**src/rtl/core/rct_pkg.sv**
```systemverilog
// Shared types and constants of the reassembly context table.
package rct_pkg;

  localparam int unsigned IN_DATA_W  = 72;
  localparam int unsigned OUT_DATA_W = 8;
  localparam int unsigned CFG_AW     = 3;
  localparam int unsigned CFG_DW     = 32;

  localparam logic [31:0] TIMEOUT_RESET = 32'd1000;

  // configuration register index (paddr[2])
  localparam logic REG_TIMEOUT = 1'b0;

  // input action codes
  localparam logic ACT_LOOKUP  = 1'b0;
  localparam logic ACT_RELEASE = 1'b1;

  // result status codes
  localparam logic [2:0] STAT_HIT       = 3'd0;
  localparam logic [2:0] STAT_ALLOC     = 3'd1;
  localparam logic [2:0] STAT_FULL      = 3'd2;
  localparam logic [2:0] STAT_RELEASED  = 3'd3;
  localparam logic [2:0] STAT_NOT_VALID = 3'd4;

  typedef enum logic [1:0] {
    S_IDLE,
    S_SCAN,
    S_DRAIN,
    S_COMMIT
  } rct_state_t;

  typedef struct packed {
    logic start;   // latch item, clear scan results
    logic issue;   // read next entry
    logic commit;  // update table, load result
  } rct_cmd_t;

  typedef struct packed {
    logic is_release;   // action bit of the offered item
    logic last_issued;  // read address is at the last entry
    logic out_free;     // result register can take a new result
  } rct_sts_t;

endpackage

```
**src/rtl/core/rct_cfg.sv**
```systemverilog
// APB-style register block holding the idle timeout.
module rct_cfg (
  input  logic                      clk,
  input  logic                      rst_n,
  input  logic                      cfg_psel,
  input  logic                      cfg_penable,
  input  logic                      cfg_pwrite,
  input  logic [rct_pkg::CFG_AW-1:0] cfg_paddr,
  input  logic [rct_pkg::CFG_DW-1:0] cfg_pwdata,
  output logic [rct_pkg::CFG_DW-1:0] cfg_prdata,
  output logic                      cfg_pready,
  output logic [31:0]               timeout
);
  import rct_pkg::*;

  logic [31:0] timeout_r;
  logic [31:0] timeout_nxt;
  logic        wr_en;

  assign cfg_pready = 1'b1;
  assign wr_en      = cfg_psel && cfg_penable && cfg_pwrite && cfg_pready;

  always_comb begin
    timeout_nxt = timeout_r;
    if (wr_en && (cfg_paddr[2] == REG_TIMEOUT)) begin
      timeout_nxt = cfg_pwdata;
    end
  end

  always_ff @(posedge clk) begin
    if (!rst_n) begin
      timeout_r <= TIMEOUT_RESET;
    end else begin
      timeout_r <= timeout_nxt;
    end
  end

  always_comb begin
    unique case (cfg_paddr[2])
      REG_TIMEOUT: cfg_prdata = timeout_r;
      default:     cfg_prdata = '0;
    endcase
  end

  assign timeout = timeout_r;

endmodule

```
**src/rtl/core/rct_ctrl.sv**
```systemverilog
// Sequencer: accept, scan the table, drain the read pipe, commit; a release skips scan and drain.
module rct_ctrl (
  input  logic              clk,
  input  logic              rst_n,
  input  logic              in_tvalid,
  output logic              in_tready,
  input  rct_pkg::rct_sts_t sts,
  output rct_pkg::rct_cmd_t cmd
);
  import rct_pkg::*;

  rct_state_t state_r;
  rct_state_t state_nxt;

  always_comb begin
    state_nxt = state_r;
    unique case (state_r)
      S_IDLE: begin
        if (in_tvalid) begin
          state_nxt = sts.is_release ? S_COMMIT : S_SCAN;
        end
      end
      S_SCAN: begin
        if (sts.last_issued) begin
          state_nxt = S_DRAIN;
        end
      end
      S_DRAIN: begin
        state_nxt = S_COMMIT;
      end
      S_COMMIT: begin
        if (sts.out_free) begin
          state_nxt = S_IDLE;
        end
      end
      default: state_nxt = S_IDLE;
    endcase
  end

  always_comb begin
    in_tready  = 1'b0;
    cmd        = '0;
    unique case (state_r)
      S_IDLE: begin
        in_tready = 1'b1;
        cmd.start = in_tvalid;
      end
      S_SCAN: begin
        cmd.issue = 1'b1;
      end
      S_DRAIN: begin
        cmd = '0;
      end
      S_COMMIT: begin
        cmd.commit = sts.out_free;
      end
      default: cmd = '0;
    endcase
  end

  always_ff @(posedge clk) begin
    if (!rst_n) begin
      state_r <= S_IDLE;
    end else begin
      state_r <= state_nxt;
    end
  end

endmodule

```
**src/rtl/core/rct_dp.sv**
```systemverilog
// Datapath: context memory, valid bits, scan evaluation and result register.
module rct_dp #(
  parameter int unsigned ENTRIES = 8
) (
  input  logic                         clk,
  input  logic                         rst_n,
  input  rct_pkg::rct_cmd_t            cmd,
  output rct_pkg::rct_sts_t            sts,
  input  logic [rct_pkg::IN_DATA_W-1:0] in_tdata,
  input  logic                         in_tuser,
  input  logic [31:0]                  timeout,
  input  logic                         out_tready,
  output logic                         out_tvalid,
  output logic [rct_pkg::OUT_DATA_W-1:0] out_tdata,
  output logic [2:0]                   out_tuser
);
  import rct_pkg::*;

  localparam int unsigned IDX_W = (ENTRIES > 1) ? $clog2(ENTRIES) : 1;
  localparam int unsigned CNT_W = $clog2(ENTRIES + 1);
  localparam logic [IDX_W-1:0] LAST_IDX = IDX_W'(ENTRIES - 1);

  // latched item
  logic              action_r;
  logic [31:0]       key_r;
  logic [31:0]       now_r;
  logic [2:0]        rel_r;

  // context memory: {id, stamp}
  logic [63:0]       ctx_mem_r [ENTRIES];
  logic [63:0]       rdata_r;
  logic              mem_we;
  logic [IDX_W-1:0]  mem_wa;

  // scan pipe
  logic [IDX_W-1:0]  addr_r,  addr_nxt;
  logic [IDX_W-1:0]  rd_idx_r;
  logic              rd_vld_r, rd_vld_nxt;

  // scan results
  logic              hit_found_r,  hit_found_nxt;
  logic [IDX_W-1:0]  hit_idx_r,    hit_idx_nxt;
  logic              free_found_r, free_found_nxt;
  logic [IDX_W-1:0]  free_idx_r,   free_idx_nxt;
  logic [ENTRIES-1:0] exp_vec_r,   exp_vec_nxt;
  logic [CNT_W-1:0]  exp_cnt_r,    exp_cnt_nxt;

  logic [ENTRIES-1:0] valid_r,     valid_nxt;

  // result register
  logic              out_valid_r,  out_valid_nxt;
  logic [2:0]        out_stat_r,   out_stat_nxt;
  logic [2:0]        out_slot_r,   out_slot_nxt;
  logic [3:0]        out_evict_r,  out_evict_nxt;

  // evaluation of the entry read last cycle
  logic              ev_valid;
  logic              ev_match;
  logic              ev_exp;
  logic              ev_free;
  logic [31:0]       ev_age;
  logic [ENTRIES-1:0] rel_sel;
  logic [ENTRIES-1:0] alloc_sel;
  logic [3:0]        evict_sat;

  assign ev_valid = valid_r[rd_idx_r];
  assign ev_age   = now_r - rdata_r[31:0];
  assign ev_match = ev_valid && (rdata_r[63:32] == key_r);
  assign ev_exp   = ev_valid && (ev_age > timeout);
  assign ev_free  = !ev_valid || ev_exp;

  assign evict_sat = (32'(exp_cnt_r) > 32'd15) ? 4'd15 : 4'(exp_cnt_r);

  always_comb begin
    for (int i = 0; i < ENTRIES; i++) begin
      rel_sel[i]   = (i < 8) && (rel_r == 3'(i));
      alloc_sel[i] = (free_idx_r == IDX_W'(i));
    end
  end

  assign sts.is_release  = (in_tuser == ACT_RELEASE);
  assign sts.last_issued = (addr_r == LAST_IDX);
  assign sts.out_free    = !out_valid_r || out_tready;

  assign mem_we = cmd.commit && (action_r == ACT_LOOKUP) && (hit_found_r || free_found_r);
  assign mem_wa = hit_found_r ? hit_idx_r : free_idx_r;

  always_comb begin
    addr_nxt       = addr_r;
    rd_vld_nxt     = cmd.issue;
    hit_found_nxt  = hit_found_r;
    hit_idx_nxt    = hit_idx_r;
    free_found_nxt = free_found_r;
    free_idx_nxt   = free_idx_r;
    exp_vec_nxt    = exp_vec_r;
    exp_cnt_nxt    = exp_cnt_r;
    valid_nxt      = valid_r;
    out_valid_nxt  = out_valid_r && !out_tready;
    out_stat_nxt   = out_stat_r;
    out_slot_nxt   = out_slot_r;
    out_evict_nxt  = out_evict_r;

    if (cmd.start) begin
      addr_nxt       = '0;
      hit_found_nxt  = 1'b0;
      hit_idx_nxt    = '0;
      free_found_nxt = 1'b0;
      free_idx_nxt   = '0;
      exp_vec_nxt    = '0;
      exp_cnt_nxt    = '0;
    end

    if (cmd.issue && !sts.last_issued) begin
      addr_nxt = addr_r + IDX_W'(1);
    end

    if (rd_vld_r) begin
      if (ev_match && !hit_found_r) begin
        hit_found_nxt = 1'b1;
        hit_idx_nxt   = rd_idx_r;
      end
      if (ev_exp) begin
        exp_vec_nxt[rd_idx_r] = 1'b1;
        exp_cnt_nxt           = exp_cnt_r + CNT_W'(1);
      end
      if (ev_free && !free_found_r) begin
        free_found_nxt = 1'b1;
        free_idx_nxt   = rd_idx_r;
      end
    end

    if (cmd.commit) begin
      out_valid_nxt = 1'b1;
      if (action_r == ACT_RELEASE) begin
        out_slot_nxt  = rel_r;
        out_evict_nxt = 4'd0;
        if (|(valid_r & rel_sel)) begin
          valid_nxt    = valid_r & ~rel_sel;
          out_stat_nxt = STAT_RELEASED;
        end else begin
          out_stat_nxt = STAT_NOT_VALID;
        end
      end else if (hit_found_r) begin
        out_stat_nxt  = STAT_HIT;
        out_slot_nxt  = 3'(hit_idx_r);
        out_evict_nxt = 4'd0;
      end else if (free_found_r) begin
        valid_nxt     = (valid_r & ~exp_vec_r) | alloc_sel;
        out_stat_nxt  = STAT_ALLOC;
        out_slot_nxt  = 3'(free_idx_r);
        out_evict_nxt = evict_sat;
      end else begin
        // no free slot means nothing expired either
        valid_nxt     = valid_r & ~exp_vec_r;
        out_stat_nxt  = STAT_FULL;
        out_slot_nxt  = 3'd0;
        out_evict_nxt = evict_sat;
      end
    end
  end

  always_ff @(posedge clk) begin
    if (cmd.start) begin
      action_r <= in_tuser;
      key_r    <= in_tdata[31:0];
      now_r    <= in_tdata[63:32];
      rel_r    <= in_tdata[66:64];
    end
    if (mem_we) begin
      ctx_mem_r[mem_wa] <= {key_r, now_r};
    end
    if (cmd.issue) begin
      rdata_r  <= ctx_mem_r[addr_r];
      rd_idx_r <= addr_r;
    end
  end

  always_ff @(posedge clk) begin
    if (!rst_n) begin
      addr_r       <= '0;
      rd_vld_r     <= 1'b0;
      hit_found_r  <= 1'b0;
      hit_idx_r    <= '0;
      free_found_r <= 1'b0;
      free_idx_r   <= '0;
      exp_vec_r    <= '0;
      exp_cnt_r    <= '0;
      valid_r      <= '0;
      out_valid_r  <= 1'b0;
    end else begin
      addr_r       <= addr_nxt;
      rd_vld_r     <= rd_vld_nxt;
      hit_found_r  <= hit_found_nxt;
      hit_idx_r    <= hit_idx_nxt;
      free_found_r <= free_found_nxt;
      free_idx_r   <= free_idx_nxt;
      exp_vec_r    <= exp_vec_nxt;
      exp_cnt_r    <= exp_cnt_nxt;
      valid_r      <= valid_nxt;
      out_valid_r  <= out_valid_nxt;
    end
  end

  always_ff @(posedge clk) begin
    out_stat_r  <= out_stat_nxt;
    out_slot_r  <= out_slot_nxt;
    out_evict_r <= out_evict_nxt;
  end

  assign out_tvalid = out_valid_r;
  assign out_tuser  = out_stat_r;
  assign out_tdata  = {1'b0, out_evict_r, out_slot_r};

endmodule

```
**src/rtl/core/reassembly_context_table.sv**
```systemverilog
// Top level of the reassembly context table with idle timeout.
//
//  channel | direction | handshake             | payload
//  --------+-----------+-----------------------+------------------------------------
//  in_     | slave     | in_tvalid/in_tready   | tuser: action; tdata: key, now, slot
//  out_    | master    | out_tvalid/out_tready | tuser: status; tdata: slot, evicted
//  cfg_    | APB slave | psel/penable, pready=1| reg 0 @ 0x0: timeout_ms
//
// Lookup: after accept, the scan reads one entry per cycle over the single read
//   port of the context memory, then the DRAIN and COMMIT states follow.
// Release: goes from accept straight to COMMIT; no memory access.
// One item in flight; a held result stalls only the commit, not the accept.
// Reset (sync, active low) clears the valid bits and control; no clearing pass.
module reassembly_context_table #(
  parameter int unsigned ENTRIES = 8
) (
  input  logic                          clk,
  input  logic                          rst_n,
  // input items
  input  logic                          in_tvalid,
  output logic                          in_tready,
  input  logic [rct_pkg::IN_DATA_W-1:0]  in_tdata,   // [31:0] key_id, [63:32] now_ms,
                                                     // [66:64] release_slot, rest 0
  input  logic                          in_tuser,   // [0] action
  // result items
  output logic                          out_tvalid,
  input  logic                          out_tready,
  output logic [rct_pkg::OUT_DATA_W-1:0] out_tdata,  // [2:0] slot_index,
                                                     // [6:3] evicted_count, [7] 0
  output logic [2:0]                    out_tuser,  // [2:0] status
  // configuration
  input  logic                          cfg_psel,
  input  logic                          cfg_penable,
  input  logic                          cfg_pwrite,
  input  logic [rct_pkg::CFG_AW-1:0]     cfg_paddr,
  input  logic [rct_pkg::CFG_DW-1:0]     cfg_pwdata,
  output logic [rct_pkg::CFG_DW-1:0]     cfg_prdata,
  output logic                          cfg_pready
);
  import rct_pkg::*;

  rct_cmd_t    cmd;
  rct_sts_t    sts;
  logic [31:0] timeout;

  // timeout register
  rct_cfg u_cfg (
    .clk         (clk),
    .rst_n       (rst_n),
    .cfg_psel    (cfg_psel),
    .cfg_penable (cfg_penable),
    .cfg_pwrite  (cfg_pwrite),
    .cfg_paddr   (cfg_paddr),
    .cfg_pwdata  (cfg_pwdata),
    .cfg_prdata  (cfg_prdata),
    .cfg_pready  (cfg_pready),
    .timeout     (timeout)
  );

  // sequencer: IDLE -> SCAN (ENTRIES reads) -> DRAIN -> COMMIT, release skips scan and drain
  rct_ctrl u_ctrl (
    .clk       (clk),
    .rst_n     (rst_n),
    .in_tvalid (in_tvalid),
    .in_tready (in_tready),
    .sts       (sts),
    .cmd       (cmd)
  );

  // scan collects first hit, first free-or-expired slot and the expired set;
  // commit then applies hit refresh, eviction plus allocation, or the release of a slot
  rct_dp #(
    .ENTRIES (ENTRIES)
  ) u_dp (
    .clk        (clk),
    .rst_n      (rst_n),
    .cmd        (cmd),
    .sts        (sts),
    .in_tdata   (in_tdata),
    .in_tuser   (in_tuser),
    .timeout    (timeout),
    .out_tready (out_tready),
    .out_tvalid (out_tvalid),
    .out_tdata  (out_tdata),
    .out_tuser  (out_tuser)
  );

endmodule

```
**config.mk**
```make
export PLATFORM = sky130hd
export DESIGN_NAME = reassembly_context_table
export DESIGN_NICKNAME = d
export VERILOG_FILES = /design/src/rtl/core/rct_pkg.sv /design/src/rtl/core/rct_cfg.sv /design/src/rtl/core/rct_ctrl.sv /design/src/rtl/core/rct_dp.sv /design/src/rtl/core/reassembly_context_table.sv
export SDC_FILE = /design/constraint.sdc
export NUM_CORES = 1
export LEC_CHECK = 0
export ABC_AREA = 1
export BUFFER_PORTS_ARGS = -buffer_cell sky130_fd_sc_hd__buf_2
export CORE_AREA = 5 5 241 220
export CTS_BUF_LIST = sky130_fd_sc_hd__clkbuf_16
export DETAILED_ROUTE_END_ITERATION = 6
export DIE_AREA = 0 0 246 225
export PLACE_DENSITY_LB_ADDON = 0.05
export SKIP_CTS_REPAIR_TIMING = 1
export SYNTH_ARGS = -nofsm -noshare
export SYNTH_HDL_FRONTEND = slang
export SYNTH_SLANG_ARGS = --single-unit
```
**constraint.sdc**
```tcl
create_clock -name clk -period 6.7 [get_ports clk]
set_clock_uncertainty 0.1 [all_clocks]
set_input_delay 0.67 -clock clk [delete_from_list [all_inputs] [get_ports clk]]
set_output_delay 0.67 -clock clk [all_outputs]
set_load 0.01 [all_outputs]
```
==> results.md, run 1 <==
- The signal on the critical path passes through inv_1 > ha_1 > inv_1 > fa_1 > nand3_1 > nand2_1 > a31oi_1 > o21ai_0 > nand2_1 > nand2_1 > a21oi_1 > xnor2_1 > ha_1 > nand2_1 > nor2_1 > nand3b_1 > nor3b_1 > nand4_1 > nand2_1 > nand2_1 > nand4_1 > nand2_1 > nor2_1.
- Of the total power, the share spent switching nets is 0.316.
- The die area is 55,400 um^2.
- The final-report max-slew violation count is 0.
- The wire-length estimate of the detail-placed layout is 40.4 mm.
- Synthesis handed over a netlist of 2,629 instances.
- Counting cells, the worst reg-to-reg path comes to 23.
- The global-route usage over all layers is 0.253.
- The post-place setup slack is 1950 ps.
- The via count of the first global-routing pass is 19,300.
- The setup path with the least slack is of type reg -> reg.
- The flow ran to the end, and the final reports show no timing, DRC or antenna violations.
- The remaining max-slew budget at the tightest pin is 0.201.
- The initial antenna violation count is 3.
- The share of final-layout standard cells stronger than drive strength 1 is 0.106.
- The clock sink count is 724.
- Of the total power, registers draw 0.447.
- The count of input and output buffers is 151.
- Of the total power, combinational logic draws 0.236.
- The die outline width is 246 um.
- After layout, the worst setup slack is 1960 ps.
- The first-iteration detailed-routing DRC count is 1,854.
- The slowest stage of the critical path is the sky130_fd_sc_hd__edfxtp_1 cell.
- The maximum clock frequency is 0.211 GHz.
- The analysis attributes to cell leakage a power of 12.4 nW.
- Setup repair after global routing left no endpoint under its margin.
- Counting both buffers and inverters, the worst setup path holds a total of 2.
- For the worst-skew pair, the clock arrives at the later sink with an insertion delay of 610 ps.
- For this run, the leading register cell type out of synthesis is sky130_fd_sc_hd__edfxtp_1.
- The clock transition at the registers of the reported paths is 60 ps.
- The cell repeated most along the worst path is sky130_fd_sc_hd__nand2_1.
- In this run the critical register-to-register path is launched from u_dp.now_r[0].
- The Yosys warning count is 0.
- Before antenna repair, the detailed router went through 5 iterations.
- IR analysis of the VDD net gives a maximum drop of 382 uV.
- Routability-driven placement finished with a final weighted congestion of 0.873.
- The synthesized netlist net count is 2,815.
- The critical path capture point type is a flop.
- The clock tree from TritonCTS is built.
- The share of the Yosys chip area taken by registers is 0.695.
- For this run, design rule violations remaining after detail routing come to 0.
- The largest single stage delay on the critical path is 510 ps.
- The final cell utilization of the core is 0.682.
- The starting utilization of the core area is 0.606.
- The pin slew with the least headroom to its limit is 1200 ps.
- Yosys mapped the design onto 44 distinct sky130hd cell types.
- For this run the aggregate overflow at the end of global routing stands at 0.
- The async set-reset flop share out of synthesis is 0.
- The cell depth of the worst hold path is 1.
- The clock root buffer is sky130_fd_sc_hd__clkbuf_16.
- The number of buffers between clock root and the deepest sink is 3.
- The cell area power density is 376 nW/um^2.
- The time the final worst path needs with I/O delays and setup is 4740 ps.
- The maximum number of pins on one net before global-route repair is 203.
- The clock network fraction of total power is 0.317.
- The routed wire length is 70.7 mm.
- The average via count per standard cell is 5.76.
- The internal portion of the total power is 8.78 mW.
- Pin placement for this block handled 161 I/O pins.
- Of all nets on the critical path, the largest fanout is 9.
- Counting flops and latches in the post-synthesis netlist gives 724.
- The count of vias placed by the detailed router is 20,100.
- In this run the cell area of the synthesized design comes to 30,300 um^2.
- The core region is 50,000 um^2.
- The gate family responsible for the most delay along the worst path is simple AND/OR/NAND/NOR gates.
- The required time at the worst-slack endpoint is 7140 ps.
- In the finished design, the share of the clock period the worst path needs comes to 0.708.
- The final hold violation count is 0.
- The type of the worst min-delay path is in -> reg.
- The average cell area after synthesis is 11.5 um^2.
- The tool flagged a number of max-cap violations equal to 0.
- The post-route setup TNS is 0 ps.
- TritonCTS created 72 clock buffers.
- Setup violations remaining at the end of the flow were counted as 0.
- The sink of the worst hold path is u_dp.now_r[3].
- The final layout contains 2,936 nets.
- The category of the worst setup path launch point is a flop.
- The startpoint identified for the worst hold timing path is in_tdata[35].
- The area added between synthesis and finish is 12.5%.
- The count of nets left with antenna violations once routing finished came out at 0.
- The first global-routing pass estimated 109 mm of wire.
- In this run the critical register-to-register path is captured at u_dp.free_idx_r[2].
- The register-to-register path setup slack is 1960 ps.
- After detailed routing, the average wire length per cell comes to 20.3 um.
- The arrival time of the worst setup path is 5190 ps.
- The H-tree was split into 3 levels.
- The number of synthesized flops with an enable pin is 657.
- The floorplan die height is 225 um.
- The total number of placement rows is 78.
- The switching power is 4.06 mW.
-- stage by stage --
step	hold slack [ps]	std cells	power (mW)	area [um^2]
5_1_grt	93.0	3487	13.5	34100
3_3_place_gp	350	3356	8.74	31700
4_1_cts	91.0	3487	12.9	34100
2_1_floorplan	339	2629	7.87	30300
3_5_place_dp	361	3356	8.84	31700
6_report	128	3488	12.8	34100
-- power by group through the flow --
| stage | registers (mW) | clock network, mW | logic (mW) |
|---|---|---|---|
| after floorplan | 5.70 | 0 | 2.18 |
| after global placement | 5.82 | 0 | 2.92 |
| after detailed placement | 5.83 | 0 | 3.01 |
| after CTS | 5.74 | 4.12 | 3.03 |
| after global routing | 5.78 | 4.32 | 3.41 |
| final | 5.74 | 4.07 | 3.03 |
-- area by class of cell --
cell class,count,area [um^2]
antenna,1,2.50
clock buffer,74,1850
clock inverter,57,546
fill,3675,15900
inverter,187,713
multi-input combinational,1595,8110
sequential,724,21100
tap,680,851
timing repair buffer,170,936
-- cell usage after synthesis (12+ instances only) --
library cell                 n  area (um^2)
sky130_fd_sc_hd__edfxtp_1  657        19700
sky130_fd_sc_hd__nor2_1    573         2150
sky130_fd_sc_hd__o21ai_0   317         1590
sky130_fd_sc_hd__nand2_1   219          822
sky130_fd_sc_hd__inv_1     182          683
sky130_fd_sc_hd__clkbuf_1  102          383
sky130_fd_sc_hd__a21oi_1    88          440
sky130_fd_sc_hd__o22ai_1    84          526
sky130_fd_sc_hd__a31oi_1    75          469
sky130_fd_sc_hd__ha_1       70          876
sky130_fd_sc_hd__dfxtp_1    67         1340
sky130_fd_sc_hd__nand3_1    46          230
sky130_fd_sc_hd__xor2_1     29          254
sky130_fd_sc_hd__nand4_1    17          106
sky130_fd_sc_hd__nor3_1     13         65.1
sky130_fd_sc_hd__buf_1      12         45.0
-- how the worst max path moves through the flow --
stage / depth (start not counted) / slack [ps] / startpoint / endpoint
4_1_cts: 23 / 1920 / u_dp.now_r[0] / u_dp.free_idx_r[2]
3_5_place_dp: 22 / 1950 / u_dp.now_r[0] / u_dp.evict_sat[0]
3_3_place_gp: 23 / 2000 / u_dp.now_r[0] / u_dp.free_idx_r[1]
2_1_floorplan: 7 / 1730 / out_tready / u_dp.ctx_mem_r[1][0]
5_1_grt: 24 / 1520 / u_dp.now_r[0] / u_dp.free_idx_r[0]
6_report: 23 / 1960 / u_dp.now_r[0] / u_dp.free_idx_r[2]
-- cells in the final DEF (no fill, tap or decap), types with 3 or more instances in the layout --
cell type	instances
sky130_fd_sc_hd__a211oi_1	3
sky130_fd_sc_hd__a21o_1	9
sky130_fd_sc_hd__a21oi_1	88
sky130_fd_sc_hd__a221oi_1	4
sky130_fd_sc_hd__a22oi_1	3
sky130_fd_sc_hd__a31oi_1	75
sky130_fd_sc_hd__buf_12	3
sky130_fd_sc_hd__buf_2	151
sky130_fd_sc_hd__buf_4	16
sky130_fd_sc_hd__bufinv_16	9
sky130_fd_sc_hd__clkbuf_16	74
sky130_fd_sc_hd__clkinv_1	17
sky130_fd_sc_hd__clkinv_2	15
sky130_fd_sc_hd__dfxtp_1	65
sky130_fd_sc_hd__edfxtp_1	657
sky130_fd_sc_hd__ha_1	69
sky130_fd_sc_hd__inv_1	190
sky130_fd_sc_hd__inv_2	3
sky130_fd_sc_hd__nand2_1	219
sky130_fd_sc_hd__nand3_1	46
sky130_fd_sc_hd__nand4_1	17
sky130_fd_sc_hd__nor2_1	565
sky130_fd_sc_hd__nor2_4	10
sky130_fd_sc_hd__nor3_1	13
sky130_fd_sc_hd__nor4_1	3
sky130_fd_sc_hd__o211ai_1	8
sky130_fd_sc_hd__o21ai_0	317
sky130_fd_sc_hd__o21bai_1	5
sky130_fd_sc_hd__o22ai_1	84
sky130_fd_sc_hd__xnor2_1	9
sky130_fd_sc_hd__xor2_1	29
-- cells by family (layout without fill, tap and decap cells) --
kind of cell | after synthesis | count (layout) | synth area share
flip-flops | 724 | 724 | 0.695
adder cells (fa/ha/maj) | 71 | 71 | 0.0296
other | 2 | 3 | 0.000248
AND/OR/NAND/NOR | 879 | 879 | 0.114
AO/OA/AOI/OAI | 605 | 605 | 0.110
buffers and inverters | 310 | 488 | 0.0391
XOR/XNOR | 38 | 38 | 0.0110
-- flip-flops by register name, summed over array words and instances (netlist names), 4 cells and up --
register          count
u_dp.now_r           32
u_dp.rdata_r         64
u_cfg.timeout        32
u_dp.out_evict_r      4
u_dp.evict_sat        4
u_dp.valid_r          8
u_dp.ctx_mem_r      512
u_dp.exp_vec_r        8
u_dp.key_r           32
-- metal layers --
layer  routed length, um  track usage  vias up
li1                    -            -     9561
met3                5310       0.0446       97
met5                  13            0        -
met2               32900        0.406      761
met1               31100        0.368     9659
met4                1450       0.0623        2
(Power assumes the default switching activity.)
==> inputs of run 2 (changes only) <==
==> constraint.sdc (replaced) <==
create_clock -name clk -period 4.85 [get_ports clk]
set_clock_uncertainty 0.1 [all_clocks]
set_input_delay 0.485 -clock clk [delete_from_list [all_inputs] [get_ports clk]]
set_output_delay 0.485 -clock clk [all_outputs]
set_load 0.01 [all_outputs]
==> run 2 against run 1 <==
  * Non-clock buffer count up 73
  * Core utilization up 1.8 points
  * Critical path type unchanged
  * Worst hold slack worse by 120 ps
  * Design area up 2.6%
==> results.md, run 2 (synthesis results as in run 1) <==
- The placed wire-length estimate after detailed placement is 41.2 mm (+2.0%).
- The count of vias placed by the detailed router is 20,600 (+2.6%).
- The floorplan die height is 225 um (unchanged).
- The share of final-layout standard cells stronger than drive strength 1 is 0.108 (+0.00140).
- The post-route setup TNS is 0 ps (unchanged).
- The via count of the first global-routing pass is 19,400 (+0.65%).
- The largest registers in the layout are u_dp.ctx_mem_r (512), u_dp.rdata_r (64).
- The worst hold slack is 7.09 ps (-121 ps).
- The maximum number of pins on one net before global-route repair is 209 (+3.0%).
- The routed wire length is 72.7 mm (+2.7%).
- The first-pass GRT wire length is 110 mm (+0.74%).
- In the layout the commonest cells are sky130_fd_sc_hd__edfxtp_1, sky130_fd_sc_hd__nor2_1, sky130_fd_sc_hd__o21ai_0.
- The largest vdd supply drop is 563 uV (+47%).
- The end of the worst register-to-register path is u_dp.exp_vec_r[7].
- The net count reported at finish is 3,011 (+2.6%).
- Leaving out fill and tap cells, the most frequent cell in the layout is sky130_fd_sc_hd__edfxtp_1.
- Setup repair after global routing left no endpoint under its margin.
- The clock root buffer is sky130_fd_sc_hd__clkbuf_16.
- The maximum clock frequency is 0.225 GHz (+6.8%).
- The area added between synthesis and finish is 15.5%.
- The time the final worst path needs with I/O delays and setup is 4440 ps (-301 ps).
- The post-route total power is 17.9 mW (+40%).
- The initial antenna violation count is 0 (-3).
- The clock sink count is 724 (unchanged).
- The clock tree from TritonCTS is built.
- The max capacitance violation total was 0 (unchanged).
- The total overflow reported by the global router was 0 (unchanged).
- The number of buffers between clock root and the deepest sink is 3 (unchanged).
- In this run the most critical hold path is launched from cfg_pwdata[3].
- The placeable core region is 50,000 um^2 (unchanged).
- The maximum fanout along the worst path is 13 (+4).
- The final weighted congestion in routability-driven placement is 0.845 (-3.3%).
- The cell area power density is 512 nW/um^2 (+36%).
- The setup violation total in the final timing report is 0 (unchanged).
- The leakage dissipation was 12.8 nW (+3.2%).
- The first-iteration detailed-routing DRC count is 1,806 (-2.6%).
- The type of the worst setup path is reg -> reg.
- The cell depth of the worst hold path came to 3 (+2).
- The number of H-tree levels is 3 (unchanged).
- The final hold violation count is 0 (unchanged).
- The clock latency of the later-clocked register in the worst-skew pair is 610 ps (about the same).
- The tightest min-delay check is of the in -> reg type.
- The required time at the worst-slack endpoint is 5290 ps (-1850 ps).
- The number of diodes is 0 (-1).
- STA classifies the critical path startpoint as a flop.
- The global-route usage over all layers came to 0.256 (+0.00249).
- The pin slew with the least headroom to its limit is 1230 ps (+37.1 ps).
- The clock transition at the registers of the reported paths is 60 ps (about the same).
- The number of nets with antenna violations after detailed routing is 0 (unchanged).
- The total number of placement rows is 78 (unchanged).
- The count of input and output buffers was 151 (unchanged).
- The final-report max-slew violation count is 0 (unchanged).
- The share of the clock period used by the worst path after layout came to 0.916 (+0.208).
- The average via count per standard cell was 5.78 (+0.44%).
- The sink of the worst hold path is u_cfg.timeout[3].
- The number of detailed-routing iterations run before antenna repair is 5 (unchanged).
- The worst flop-to-flop path startpoint is u_dp.now_r[0].
- The length in cells of the worst reg-to-reg path is 23 (unchanged).
- The number of remaining DRC errors came to 0 (unchanged).
- The register-to-register path setup slack was 410 ps (-1550 ps).
- The TritonCTS buffer count is 74 (+2.8%).
- The die outline width is 246 um (unchanged).
- The starting utilization of the core area is 0.606 (unchanged).
- The flip-flop count of the largest register, all copies and words added was 512 (unchanged).
- The flow ran to the end, and the final reports show no timing, DRC or antenna violations.
- The average detailed-routed wire length per instance is 20.4 um (+0.61%).
- The arrival time of the worst setup path came to 4880 ps (-310 ps).
- The worst setup path startpoint is u_dp.now_r[0].
- The boundary pin count is 161 (unchanged).
- Ranked by flip-flop count, first place goes to u_dp.ctx_mem_r.
- The remaining max-slew budget at the tightest pin is 0.177 (-0.0248).
- The critical path capture point type is a flop.
- The die area came to 55,400 um^2 (unchanged).
-- run 2: cell count changes in the layout (fill, tap and decap cells not counted), moves of 2 or more --
cell and change:
sky130_fd_sc_hd__clkbuf_16 +2, sky130_fd_sc_hd__buf_12 +9, sky130_fd_sc_hd__clkinv_16 +2, sky130_fd_sc_hd__clkinvlp_4 +2, sky130_fd_sc_hd__inv_1 +7, sky130_fd_sc_hd__clkinv_1 -10
sky130_fd_sc_hd__buf_4 -2, sky130_fd_sc_hd__dlygate4sd3_1 +66
-- run 2: through the flow --
stage / util / std cells / cell area (um^2) / worst slack [ps]
2_1_floorplan: - / 2629 / 30300 / 65.4
3_3_place_gp: 0.638 / 3363 / 31900 / 513
3_5_place_dp: 0.638 / 3363 / 31900 / 415
4_1_cts: 0.687 / 3496 / 34300 / 382
5_1_grt: 0.700 / 3562 / 35000 / 48.3
6_report: 0.700 / 3562 / 35000 / 406
-- run 2: how the worst max path moves through the flow --
stage	to	slack (ps)	cells after the start
2_1_floorplan	u_dp.ctx_mem_r[1][0]	70	7
3_3_place_gp	u_dp.evict_sat[1]	510	24
3_5_place_dp	u_dp.exp_vec_r[7]	420	23
4_1_cts	u_dp.exp_vec_r[7]	380	23
5_1_grt	u_dp.evict_sat[1]	50	24
6_report	u_dp.exp_vec_r[7]	410	23
-- run 2: worst max-delay path, cell delays in order (launching register included) --
cell and delay (ps):
sky130_fd_sc_hd__edfxtp_1 520, sky130_fd_sc_hd__inv_1 100, sky130_fd_sc_hd__ha_1 130, sky130_fd_sc_hd__inv_1 60, sky130_fd_sc_hd__fa_1 460, sky130_fd_sc_hd__nand3_1 110
sky130_fd_sc_hd__nand2_1 140, sky130_fd_sc_hd__a31oi_1 260, sky130_fd_sc_hd__o21ai_0 190, sky130_fd_sc_hd__nand2_1 90, sky130_fd_sc_hd__nand2_1 120, sky130_fd_sc_hd__a21oi_1 200
sky130_fd_sc_hd__xnor2_1 110, sky130_fd_sc_hd__ha_1 280, sky130_fd_sc_hd__nand2_1 60, sky130_fd_sc_hd__nor2_1 130, sky130_fd_sc_hd__nand3b_1 100, sky130_fd_sc_hd__nor3b_1 270
sky130_fd_sc_hd__nand2_1 90, sky130_fd_sc_hd__nand2_1 150, sky130_fd_sc_hd__nand3_2 130, sky130_fd_sc_hd__nor2_4 280, sky130_fd_sc_hd__nand3_1 140, sky130_fd_sc_hd__a21oi_2 140
-- run 2: layer usage --
| metal | vias up | GRT usage | routed length (um) |
|---|---|---|---|
| met2 | 752 | 0.410 | 34300 |
| met5 | - | 0 | 0 |
| met1 | 10100 | 0.375 | 31900 |
| met4 | 0 | 0.0581 | 1300 |
| met3 | 84 | 0.0433 | 5180 |
| li1 | 9707 | - | - |
-- run 2: power breakdown --
group	switching (mW)	internal (mW)	total (mW)
Sequential	0.455	7.51	7.96
Clock	2.39	3.31	5.70
Combinational	2.85	1.41	4.25
-- run 2: area by class of cell --
type                            instances  area (um^2)
Clock inverter                         57          576
Clock buffer                           76         1900
Timing Repair Buffer                  243         1760
Fill cell                            3576        15000
Inverter                              187          713
Multi-Input combinational cell       1595         8110
Tap cell                              680          851
Sequential cell                       724        21100
==> inputs of run 3 (changes only) <==
--- a/config.mk
+++ b/config.mk
@@ -5,12 +5,11 @@
 export SDC_FILE = /design/constraint.sdc
 export NUM_CORES = 1
 export LEC_CHECK = 0
-export ABC_AREA = 1
 export BUFFER_PORTS_ARGS = -buffer_cell sky130_fd_sc_hd__buf_2
-export CORE_AREA = 5 5 241 220
+export CORE_AREA = 5 5 239 218
 export CTS_BUF_LIST = sky130_fd_sc_hd__clkbuf_16
 export DETAILED_ROUTE_END_ITERATION = 6
-export DIE_AREA = 0 0 246 225
+export DIE_AREA = 0 0 244 223
 export PLACE_DENSITY_LB_ADDON = 0.05
 export SKIP_CTS_REPAIR_TIMING = 1
 export SYNTH_ARGS = -nofsm -noshare
==> run 3 against run 2 <==
  * Synthesized cell count shrank 33%
  * Sequential cell count unchanged
  * Sequential share of layout area rose by 0.29 points
  * Power shrank 4.7%
  * Clock power decreased by 3%
  * Critical path depth is 6 lower
  * Sequential power about the same
  * Register-to-register slack got worse by 200 ps
  * Combinational power fell by 15%
  * Critical endpoint is now u_dp.free_idx_r[1]
==> results.md, run 3 <==
- The portion of synthesized cell area occupied by the leading cell type is 0.663 (+0.0115).
- The area growth from synthesis to layout is 17.0%.
- The number of synthesized flops with an enable pin came to 657 (unchanged).
- u_dp.ctx_mem_r holds more flip-flops than any other register.
- Leaving out fill and tap cells, the most frequent cell in the layout is sky130_fd_sc_hd__edfxtp_1.
- The maximum fanout along the worst path is 7 (-6).
- The average detailed-routed wire length per instance is 23.3 um (+14%).
- The max capacitance violation total is 0 (unchanged).
- The worst flop-to-flop path startpoint is u_dp.now_r[3].
- The number of nets with antenna violations after detailed routing is 0 (unchanged).
- The count of different cell masters after synthesis came to 74 (+68%).
- The remaining max-slew budget at the tightest pin is 0.178 (+0.00150).
- The time the final worst path needs with I/O delays and setup is 4640 ps (+196 ps).
- The clock sink count came to 724 (unchanged).
- The starting utilization of the core area is 0.600 (-0.00588).
- The boundary pin count came to 161 (unchanged).
- The placeable core region was 49,600 um^2 (-0.78%).
- The number of placed instances, taps included is 2,513 (-25%).
- The count of state elements after synthesis is 724 (unchanged).
- The final weighted congestion in routability-driven placement is 0.875 (+3.6%).
- The count of vias placed by the detailed router is 16,300 (-21%).
- The post-synthesis cell type with the largest combined area is sky130_fd_sc_hd__edfxtp_1.
- The via count of the first global-routing pass came to 16,100 (-17%).
- The share of the yosys chip area belonging to registers is 0.708 (+0.0123).
- The average cell area after synthesis is 16.9 um^2 (+47%).
- The root buffer cell chosen for the clock tree is sky130_fd_sc_hd__clkbuf_16.
- The maximum clock frequency is 0.215 GHz (-4.2%).
- The clock transition at the registers of the reported paths is 60 ps (about the same).
- The synthesized netlist net count is 1,948 (-31%).
- The final hold violation count is 0 (unchanged).
- The setup violation total in the final timing report came to 0 (unchanged).
- The first-iteration detailed-routing DRC count is 1,369 (-24%).
- In this run the most critical hold path is launched from cfg_pwdata[23].
- The pin slew with the least headroom to its limit is 1230 ps (-1.82 ps).
- The most numerous cell in the Yosys netlist is sky130_fd_sc_hd__edfxtp_1.
- The final-report max-slew violation count came to 0 (unchanged).
- The clock latency of the later-clocked register in the worst-skew pair was 630 ps (+20 ps).
- The number of remaining DRC errors is 0 (unchanged).
- The initial antenna violation count is 0 (unchanged).
- Counting instances in the post-synthesis netlist gives the leading cell types as sky130_fd_sc_hd__edfxtp_1, sky130_fd_sc_hd__mux4_2, sky130_fd_sc_hd__nand2_1, sky130_fd_sc_hd__a21oi_1, sky130_fd_sc_hd__nor2_1.
- The worst setup path startpoint is u_dp.now_r[3].
- The register-to-register path setup slack is 210 ps (-200 ps).
- The length in cells of the worst reg-to-reg path is 17 (-26%).
- The first-pass GRT wire length was 96.7 mm (-12%).
- The cell area power density came to 490 nW/um^2 (-4.3%).
- The sink of the worst hold path is u_cfg.timeout[23].
- The global-route usage over all layers came to 0.233 (-0.0227).
- The total overflow reported by the global router is 0 (unchanged).
- The final instance count without filler cells is 2,736 (-23%).
- The largest registers in the layout are u_dp.ctx_mem_r (512), u_dp.rdata_r (64).
- The most frequently used flop master after synthesis is sky130_fd_sc_hd__edfxtp_1.
- The share of the clock period used by the worst path after layout is 0.957 (+0.0405).
- The path class of the tightest hold or removal check is in -> reg.
- The count of mapped cells out of synthesis is 1,762 (-33%).
- The cell depth of the worst hold path was 3 (unchanged).
- The TritonCTS buffer count is 74 (unchanged).
- The die area is 54,400 um^2 (-1.7%).
- The post-route standard cell area excluding fillers is 34,800 um^2 (-0.46%).
- The share of final-layout standard cells stronger than drive strength 1 is 0.260 (+0.153).
- The flip-flop count of the largest register, all copies and words added is 512 (unchanged).
- The run finished with clean final reports.
- The end of the worst register-to-register path is u_dp.free_idx_r[1].
- The placed wire-length estimate after detailed placement was 36.6 mm (-11%).
- The required time at the worst-slack endpoint was 5290 ps (about the same).
- The count of input and output buffers is 151 (unchanged).
- The number of detailed-routing iterations run before antenna repair is 7 (+2).
- The floorplan die height is 223 um (-0.89%).
- The routed wire length is 63.9 mm (-12%).
- The category of the worst setup path launch point is a flop.
- The number of buffers between clock root and the deepest sink is 3 (unchanged).
- STA classifies the critical path endpoint as a flop.
- The placed cell area is 31,500 um^2 (-1.0%).
- The post-synthesis instance area is 29,800 um^2 (-1.7%).
- The Yosys warning count came to 0 (unchanged).
- In the layout the commonest cells are sky130_fd_sc_hd__edfxtp_1, sky130_fd_sc_hd__buf_2, sky130_fd_sc_hd__mux4_2.
- The leakage dissipation is 11.9 nW (-7.3%).
- The number of H-tree levels was 3 (unchanged).
- The net count reported at finish was 2,222 (-26%).
- The async set-reset flop share out of synthesis is 0 (unchanged).
- The average via count per standard cell is 5.96 (+3.2%).
- The maximum number of pins on one net before global-route repair was 65 (-69%).
- TritonCTS built the clock tree.
- The die outline width is 244 um (-0.81%).
- The worst setup path is of the reg -> reg kind.
- The total number of placement rows came to 78 (unchanged).
- The largest vdd supply drop is 369 uV (-35%).
- By area the synthesized netlist is led by sky130_fd_sc_hd__edfxtp_1, sky130_fd_sc_hd__mux4_2, sky130_fd_sc_hd__dfxtp_1, sky130_fd_sc_hd__ha_1, sky130_fd_sc_hd__mux2_2.
- The arrival time of the worst setup path is 5080 ps (+200 ps).
run 3: changes by cell type after synthesis, moves of 66 or more:
cell                      delta
sky130_fd_sc_hd__nor2_1    -491
sky130_fd_sc_hd__o22ai_1    -82
sky130_fd_sc_hd__o21ai_0   -283
sky130_fd_sc_hd__inv_1     -102
sky130_fd_sc_hd__nand2_1   -103
sky130_fd_sc_hd__mux2_2     +66
sky130_fd_sc_hd__mux4_2    +128
run 3: layout make-up:
cell class | instances | area [um^2]
antenna | 1 | 2.50
clock buffer | 75 | 1880
clock inverter | 60 | 519
fill | 3159 | 14700
inverter | 81 | 305
multi-input combinational | 882 | 8220
sequential | 724 | 21100
tap | 640 | 801
timing repair buffer | 273 | 2030
run 3: worst max-delay path by stage:
stage                     cells past startpoint              endpoint
after global routing                         17    u_dp.free_idx_r[1]
final                                        17    u_dp.free_idx_r[1]
after CTS                                    20    u_dp.free_idx_r[1]
after detailed placement                     20    u_dp.free_idx_r[1]
after global placement                       20    u_dp.free_idx_r[1]
after floorplan                               5  u_dp.ctx_mem_r[4][0]
run 3: metal layers:
metal  vias up  routed length, um  track usage
li1       7415                  -            -
met5         -                  0            0
met3        75               3670       0.0394
met2       511              31400        0.376
met4         0               1090       0.0562
met1      8319              27700        0.341
run 3: logic make-up after synthesis:
group,count (synthesis),share of synthesized area
AND/OR/NAND/NOR,326,0.0517
other,2,0.000252
multiplexers,201,0.124
AO/OA/AOI/OAI,221,0.0471
flip-flops,724,0.708
XOR/XNOR,61,0.0179
adder cells (fa/ha/maj),71,0.0301
buffers and inverters,156,0.0210
run 3: where the power goes:
part	switching (mW)	internal (mW)
Combinational	1.94	1.65
Sequential	0.460	7.47
Clock	2.38	3.17
Total	4.78	12.3
run 3: worst max-delay path, cell delays in order (launching register included):
cell,delay (ps)
sky130_fd_sc_hd__edfxtp_1,520
sky130_fd_sc_hd__ha_1,420
sky130_fd_sc_hd__o21a_1,190
sky130_fd_sc_hd__o31ai_1,120
sky130_fd_sc_hd__a211oi_2,400
sky130_fd_sc_hd__o211ai_1,200
sky130_fd_sc_hd__o211a_2,220
sky130_fd_sc_hd__o41ai_1,380
sky130_fd_sc_hd__a21oi_1,130
sky130_fd_sc_hd__xnor2_1,170
sky130_fd_sc_hd__ha_1,330
sky130_fd_sc_hd__nand3_1,150
sky130_fd_sc_hd__nor2_1,180
sky130_fd_sc_hd__nand2_1,90
sky130_fd_sc_hd__nor4_2,250
sky130_fd_sc_hd__a21oi_1,110
sky130_fd_sc_hd__and4bb_4,390
sky130_fd_sc_hd__mux2i_1,210
run 3: metrics by stage:
step	hold slack, ps	power (mW)	util	TNS (ps)	setup WS [ps]
detailed placement	347	11.5	0.636	-211	-72.3
floorplan	333	10.4	-	0	417
global placement	342	11.4	0.636	0	80.4
global route	0.722	17.9	0.703	-19.5	-19.5
finish	6.73	17.1	0.703	0	210
CTS	-102	17.0	0.684	-639	-92.6
